File: config.mk
export PLATFORM = sky130hd
export DESIGN_NAME = mhs_hash
export DESIGN_NICKNAME = d
export VERILOG_FILES = /design/src/design/mhs_pkg.sv /design/src/design/mhs_hash.sv
export SDC_FILE = /design/constraint.sdc
export NUM_CORES = 2
export LEC_CHECK = 0
export BUFFER_PORTS_ARGS = -buffer_cell sky130_fd_sc_hd__buf_4
export CORE_UTILIZATION = 55
export CTS_CLUSTER_SIZE = 8
export DETAILED_ROUTE_END_ITERATION = 16
export GPL_TIMING_DRIVEN = 0
export PLACE_DENSITY = 0.74
export SLEW_MARGIN = 5
export SYNTH_ARGS = -nofsm -noshare
export SYNTH_HDL_FRONTEND = slang
export SYNTH_SLANG_ARGS = --single-unit
File: constraint.sdc
create_clock -name clk -period 6.6 [get_ports clk]
set_input_delay 1.32 -clock clk [delete_from_list [all_inputs] [get_ports clk]]
set_output_delay 1.32 -clock clk [all_outputs]
set_load 0.02 [all_outputs]
File: src/design/mhs_pkg.sv
`default_nettype none
package mhs_pkg;
	localparam int MAX_NGRAM  = 16;
	localparam int MAX_HASHES = 64;
	localparam int SEED_W     = 6;
	localparam int NG_W       = 5;
	localparam int BK_W       = 7;

	localparam logic [1:0] REG_NGRAM  = 2'd0;
	localparam logic [1:0] REG_BCOUNT = 2'd1;
	localparam logic [1:0] REG_BSIZE  = 2'd2;

	localparam logic [31:0] C1 = 32'hcc9e2d51;
	localparam logic [31:0] C2 = 32'h1b873593;
	localparam logic [31:0] F1 = 32'h85ebca6b;
	localparam logic [31:0] F2 = 32'hc2b2ae35;

	function automatic logic [31:0] rotl(input logic [31:0] x, input int r);
		rotl = (x << r) | (x >> (32 - r));
	endfunction

	typedef struct packed {
		logic        start;
		logic [31:0] h;
		logic [31:0] w;
		logic        mix;
		logic        body;
	} hstep_t;
endpackage
`default_nettype wire

File: src/design/mhs_hash.sv
`default_nettype none
// one murmur3 round engine: one block per call, with the finalizer when fin is set
module mhs_hash
	import mhs_pkg::*;
(
	input  wire logic        clk,
	input  wire logic        arst_n,
	input  wire hstep_t      req,
	input  wire logic        fin,
	input  wire logic [4:0]  len,
	output logic             done,
	output logic [31:0]      hout
);
	typedef enum logic [3:0] {
		H_IDLE, H_M1, H_M2, H_M3, H_B1, H_F0, H_F1, H_F2, H_F3, H_F4
	} hst_t;
	hst_t st_q;
	logic [31:0] h_q, k_q;
	logic        body_q, fin_q;
	logic [4:0]  len_q;

	always_ff @(posedge clk or negedge arst_n) begin
		if (!arst_n) begin
			st_q <= H_IDLE;
			done <= 1'b0;
		end else begin
			done <= 1'b0;
			unique case (st_q)
				H_IDLE: if (req.start) begin
					h_q <= req.h; k_q <= req.w; body_q <= req.body;
					fin_q <= fin; len_q <= len;
					st_q <= req.mix ? H_M1 : (fin ? H_F0 : H_IDLE);
					if (!req.mix && !fin) begin hout <= req.h; done <= 1'b1; end
				end
				H_M1: begin k_q <= k_q * C1; st_q <= H_M2; end
				H_M2: begin k_q <= rotl(k_q, 15); st_q <= H_M3; end
				H_M3: begin k_q <= k_q * C2; st_q <= H_B1; end
				H_B1: begin
					if (body_q) h_q <= rotl(h_q ^ k_q, 13) * 32'd5 + 32'he6546b64;
					else h_q <= h_q ^ k_q;
					if (fin_q) st_q <= H_F0;
					else begin
						st_q <= H_IDLE; done <= 1'b1;
						hout <= body_q ? rotl(h_q ^ k_q, 13) * 32'd5 + 32'he6546b64
							: h_q ^ k_q;
					end
				end
				H_F0: begin
					h_q <= (h_q ^ {27'd0, len_q}) ^ ((h_q ^ {27'd0, len_q}) >> 16);
					st_q <= H_F1;
				end
				H_F1: begin h_q <= h_q * F1; st_q <= H_F2; end
				H_F2: begin h_q <= (h_q ^ (h_q >> 13)) * F2; st_q <= H_F3; end
				H_F3: begin
					hout <= h_q ^ (h_q >> 16); done <= 1'b1; st_q <= H_IDLE;
				end
				default: st_q <= H_IDLE;
			endcase
		end
	end
endmodule
`default_nettype wire

== After elaboration in Yosys (flattened, before gate mapping) ==
Index checks and enable logic that the tools add are counted.
Storage, ports and cells
  bits in registers: 108
  input port bits: 75
  output and inout port bits: 33
Cells by class
  multiplexer cells: 18
  multiply operators: 5
  add/sub/neg operators: 1
  reductions and logical operators: 11
  eq/ne operators: 11
  bitwise operators: 7
Operators by type and width (number)
  $mux W32: 6
  $pmux W32 S5: 1
  $pmux W32 S4: 1
  $pmux W32 S3: 1
  $mul A32 B31 Y32 const B: 2
  $xor A32 B16 Y32: 2
  $add A32 B32 Y32 const B: 1
  $mul A32 B29 Y32 const B: 1
  $mul A32 B3 Y32 const B: 1
  $mul A32 B32 Y32 const B: 1
  $or A32 B13 Y32: 1
  $or A32 B15 Y32: 1
  $pmux W4 S8: 1
  $xor A32 B19 Y32: 1
  $xor A32 B32 Y32: 1
  $xor A32 B5 Y32: 1
  $eq A4 B3 Y1 const B: 4
  $mux W3: 3
  $reduce_and A3 Y1: 3
  $eq A4 B2 Y1 const B: 2
  $ne A2 B2 Y1 const B: 3
  $reduce_and A5 Y1: 1
  $reduce_bool A5 Y1: 1
  $eq A4 B1 Y1 const B: 1
  9 further kinds: 12

== Longest topological paths before layout ==
  word-level depth: 7
  depth in mapped cells: 29

== Worst setup path before layout ==
OpenSTA, ideal clock, no wires.
  path type: register to register
  start point: register h_q[20]
  end point: register h_q[26], data pin
  setup time: 261 ps
  stages on the path, launching flop included: 27
  arrival time: 6732 ps
  slack: -393 ps
  required time: 6339 ps
  cells stage by stage: edfxtp_1 xnor2_1 inv_1 ha_1 inv_1 fa_1 fa_1 fa_1 inv_1 fa_1 inv_1 fa_1 inv_1 fa_1 inv_1 fa_1 inv_1 ha_1 o21ai_0 inv_1 a21oi_1 o211a_1 o31ai_4 a21oi_2 or3b_1 a21oi_1 o32a_1
Between the ends
  word-level cells in the longest chain between the ends: 6
  elaborated cells on any way between the ends: 9
  those cells by class: add/sub (1); mul (3); mux (2); bitwise (3)
Ends and longest elaborated chain
  start: declaration: line mhs_hash.sv:18  | logic [31:0] h_q, k_q;
  start signal: assignment: line mhs_hash.sv:30  | h_q <= req.h; k_q <= req.w; body_q <= req.body;
  start signal: assignment: line mhs_hash.sv:39  | if (body_q) h_q <= rotl(h_q ^ k_q, 13) * 32'd5 + 32'he6546b64;
  start signal: assignment: line mhs_hash.sv:40  | else h_q <= h_q ^ k_q;
  $xor A32 B32 Y32: line mhs_hash.sv:39
  $or A32 B13 Y32: line mhs_pkg.sv:19  | rotl = (x << r) | (x >> (32 - r));
  $mul A32 B3 Y32: line mhs_hash.sv:39
  $add A32 B32 Y32: line mhs_hash.sv:39
  $mux W32: line mhs_hash.sv:39
  $pmux W32 S5 (*): line mhs_hash.sv:28  | unique case (st_q)
Mark *: on every way between the ends. The rest lies on a longest branch, timed or not.
A chain may end at the register's enable or synchronous reset.

== Worst setup path in the final report ==
  start point: register h_q[7]
  end point: register h_q[31], data pin
The elaborated chain is that of the path after synthesis.

==> impl_metrics.toml <==
[worst_setup_path]
reg2reg_depth = 27
crit_end = "h_q[31]"
worst_path_most_repeated_cell = "fa_1"
end_kind = "register"
path_max_fanout = 3
critPathSlowestCell = "edfxtp_1"
crit_cells = 27
timing.rr.start = "h_q[7]"
path_class = "register to register"
critPathTopFamily = "adder cells"
worstSetupStartpointType = "register"
crit_buf_inv = 8
crit_path_start = "h_q[7]"
r2r_slack_ns = -0.47
crit_required_ns = 6.72
regToRegEndpoint = "h_q[31]"
critPathMaxStageDelay_ns = 0.53
crit_arrival_ns = 7.18

[global_route]
antenna_found_initial = 10
grt_pass1_vias = 36317
grt_usage_pct = 40.9
overflow = 0
grt_max_degree = 33
grt_pass1_wl_um = 227000

[sta]
fmaxAchievable_ghz = 0.141
drv_slew = 3
maxSlewHeadroom_pct = -5.72
setup_ws_ns = -0.469
skew_ns = 0.0147
hold_viol = 0
rsz0062_at_grt = "yes"
finalSetupViolCount = 25
fin_crit_sh_pct = 107
min_period_ns = 7.07
worst_slew_pin_slew_ns = 1.57

[synthesis]
synth_ff_type = "edfxtp_1"
ys_types = 82
ys_ff_latch = 108
synthArstFlopShare_pct = 4.63
avgSynthCellArea_um2 = 9.53
synth_edf_count = 103
syn-cell-area_mm2 = 0.0417
ys_seq_area_share_pct = 7.72
yosysWarnings = 0
syn-instance-count = 4372
syn_nets = 5943

[clocking]
holdBufCountCts = 0
cts_root_buf = "clkbuf_16"
numCtsBuffers = 9
cts_buffer_depth = 2
path_clk_slew_ns = 0.09
h-tree-depth = 3
insertion_delay_ns = 0.41
cts_tree = "built"
clock-sinks = 108

[floorplanning]
dieArea_mm2 = 0.0769
ioPinCount = 108
die-height_um = 277
die_x_um = 277
start_util_pct = 55.8
rows = 100
core_mm2 = 0.0747

[job]
maxCapViolations = 1

[outcome]
outcome = "finished, violations left"
violations = "capacitance limit, slew limit, setup timing"

[layout]
fin_util_pct = 66.3
drive_gt1_share_pct = 17.6
nNetsFinal = 6341
nFillCells = 5715
area_growth_pct = 18.8

[routing]
vias = 34397
wl_um = 156000
drt_iter0_markers = 4083
dr.pass1.iters = 10
viasPerCell = 5.99
drc = 0
avgRoutedWirePerCell_um = 27.2
ant_nets = 0

[placement]
dp_hpwl_um = 123000
numPortBuffers = 107
gp_congestion = 1.08

[hold_path]
hold_path_class = "register to register"
worst register-to-register path: stages, from the launching register on:
cell,delay [ns]
edfxtp_1,0.53
buf_6,0.20
xnor2_4,0.22
inv_2,0.11
ha_4,0.30
inv_4,0.04
fa_2,0.39
fa_1,0.51
fa_1,0.51
inv_2,0.04
fa_1,0.49
inv_2,0.04
fa_1,0.50
inv_2,0.04
fa_1,0.51
inv_1,0.05
fa_1,0.50
inv_2,0.06
ha_4,0.25
o21ai_4,0.17
nand2_1,0.08
a41o_1,0.28
o211ai_1,0.20
nand4_1,0.19
nand4_1,0.15
a21oi_1,0.10
o21ai_2,0.17
a41oi_2,0.14
through the flow:
| step | setup slack, ns | hold WS, ns | area [µm²] | cells | TNS [ns] |
|---|---|---|---|---|---|
| after detailed placement | -2.04 | 0.597 | 44000 | 5450 | -41.54 |
| after global routing | -0.560 | 0.714 | 49500 | 5745 | -8.18 |
| after floorplan | -0.0330 | 0.567 | 41900 | 4372 | -0.0629 |
| final | -0.469 | 0.633 | 49500 | 5746 | -5.91 |
| after CTS | -0.354 | 0.619 | 48200 | 5690 | -2.95 |
| after global placement | -1.95 | 0.598 | 43900 | 5448 | -39.17 |
layer usage:
metal	routed length [µm]	share of wire [%]	up-vias	global-route usage (%)
li1	-	-	14569	-
met5	184	0.12	-	0
met4	14900	9.5	12	29.6
met3	20100	13	750	13.2
met2	67700	43	2205	63.0
met1	53500	34	16861	48.2
kinds of logic (layout without fill, tap and decap cells):
group,Yosys count,count (layout),share of synthesized area (%)
xor gates and xnor gates,295,295,6.20
buffers and inverters,1403,1806,12.6
AOI/OAI and AO/OA,576,576,9.43
muxes,14,14,0.345
DFF,108,108,7.72
other,0,2,0
and+or+nand+nor,480,480,5.34
adders and majority gates,1496,1496,58.3
sequential cells by signal, summed over array words and instances (netlist names):
name	flops
fin_q	1
len_q	5
k_q	32
body_q	1
done	1
hout	32
h_q	32
st_q	4
what timing repair did:
action                     CTS  global route
buffers inserted           229            59
hold endpoints to repair     0             0
resized for setup          368           215
pin swaps                  182           149
setup endpoints to repair   39            35
layout make-up:
cell class | count | area, µm² | area share [%]
clock inverter | 6 | 70.1 | 0.141
sequential | 108 | 3220 | 6.50
buffer | 71 | 498 | 1.01
clock buffer | 10 | 229 | 0.462
multi-input combinational | 2861 | 35900 | 72.4
antenna | 2 | 5.00 | 0.0101
tap | 969 | 1210 | 2.45
inverter | 1326 | 5090 | 10.3
timing repair buffer | 393 | 3340 | 6.73
cell usage after synthesis, drive strengths merged, types with 18 or more instances:
master | number | area share, %
a21o | 38 | 0.68
a211oi | 38 | 0.70
inv | 1326 | 12
nand2b | 30 | 0.45
o21a | 19 | 0.34
a22oi | 20 | 0.36
a31oi | 24 | 0.36
nand2 | 138 | 1.2
nor2 | 158 | 1.4
o22ai | 18 | 0.27
ha | 750 | 23
xor2 | 99 | 2.1
xnor2 | 196 | 4.1
clkbuf | 72 | 0.65
fa | 746 | 36
a221o | 21 | 0.50
edfxtp | 103 | 7.4
nor3 | 40 | 0.48
o21ai | 123 | 1.5
a21oi | 126 | 1.5
nand3 | 24 | 0.29
placed cells by master, fill, tap and decap left out, types with 20 or more instances in the layout:
cell type     n
nand3_1      21
xnor2_1     177
a211oi_1     28
buf_4       336
clkbuf_1     50
nor2_1      153
a31oi_1      20
buf_6        34
edfxtp_1    103
nor3_1       32
nand2b_1     30
inv_1      1234
inv_2        64
xor2_1       84
nand2_1     133
ha_4         96
a21oi_1     102
a21o_1       37
fa_2         39
fa_1        707
a221o_1      21
o21ai_0      91
ha_1        639
worst min-delay path by stage:
stage / end / depth (start not counted) / start / slack, ns
after floorplan: st_q[0] / 2 / fin_q / 0.57
after global placement: st_q[0] / 2 / fin_q / 0.60
after detailed placement: st_q[0] / 2 / fin_q / 0.60
after CTS: st_q[0] / 2 / fin_q / 0.62
after global routing: st_q[0] / 2 / fin_q / 0.71
final: st_q[0] / 2 / fin_q / 0.63
Power is not shown: default switching activity piles up to over one toggle a cycle in this logic, so the estimate is an artifact.
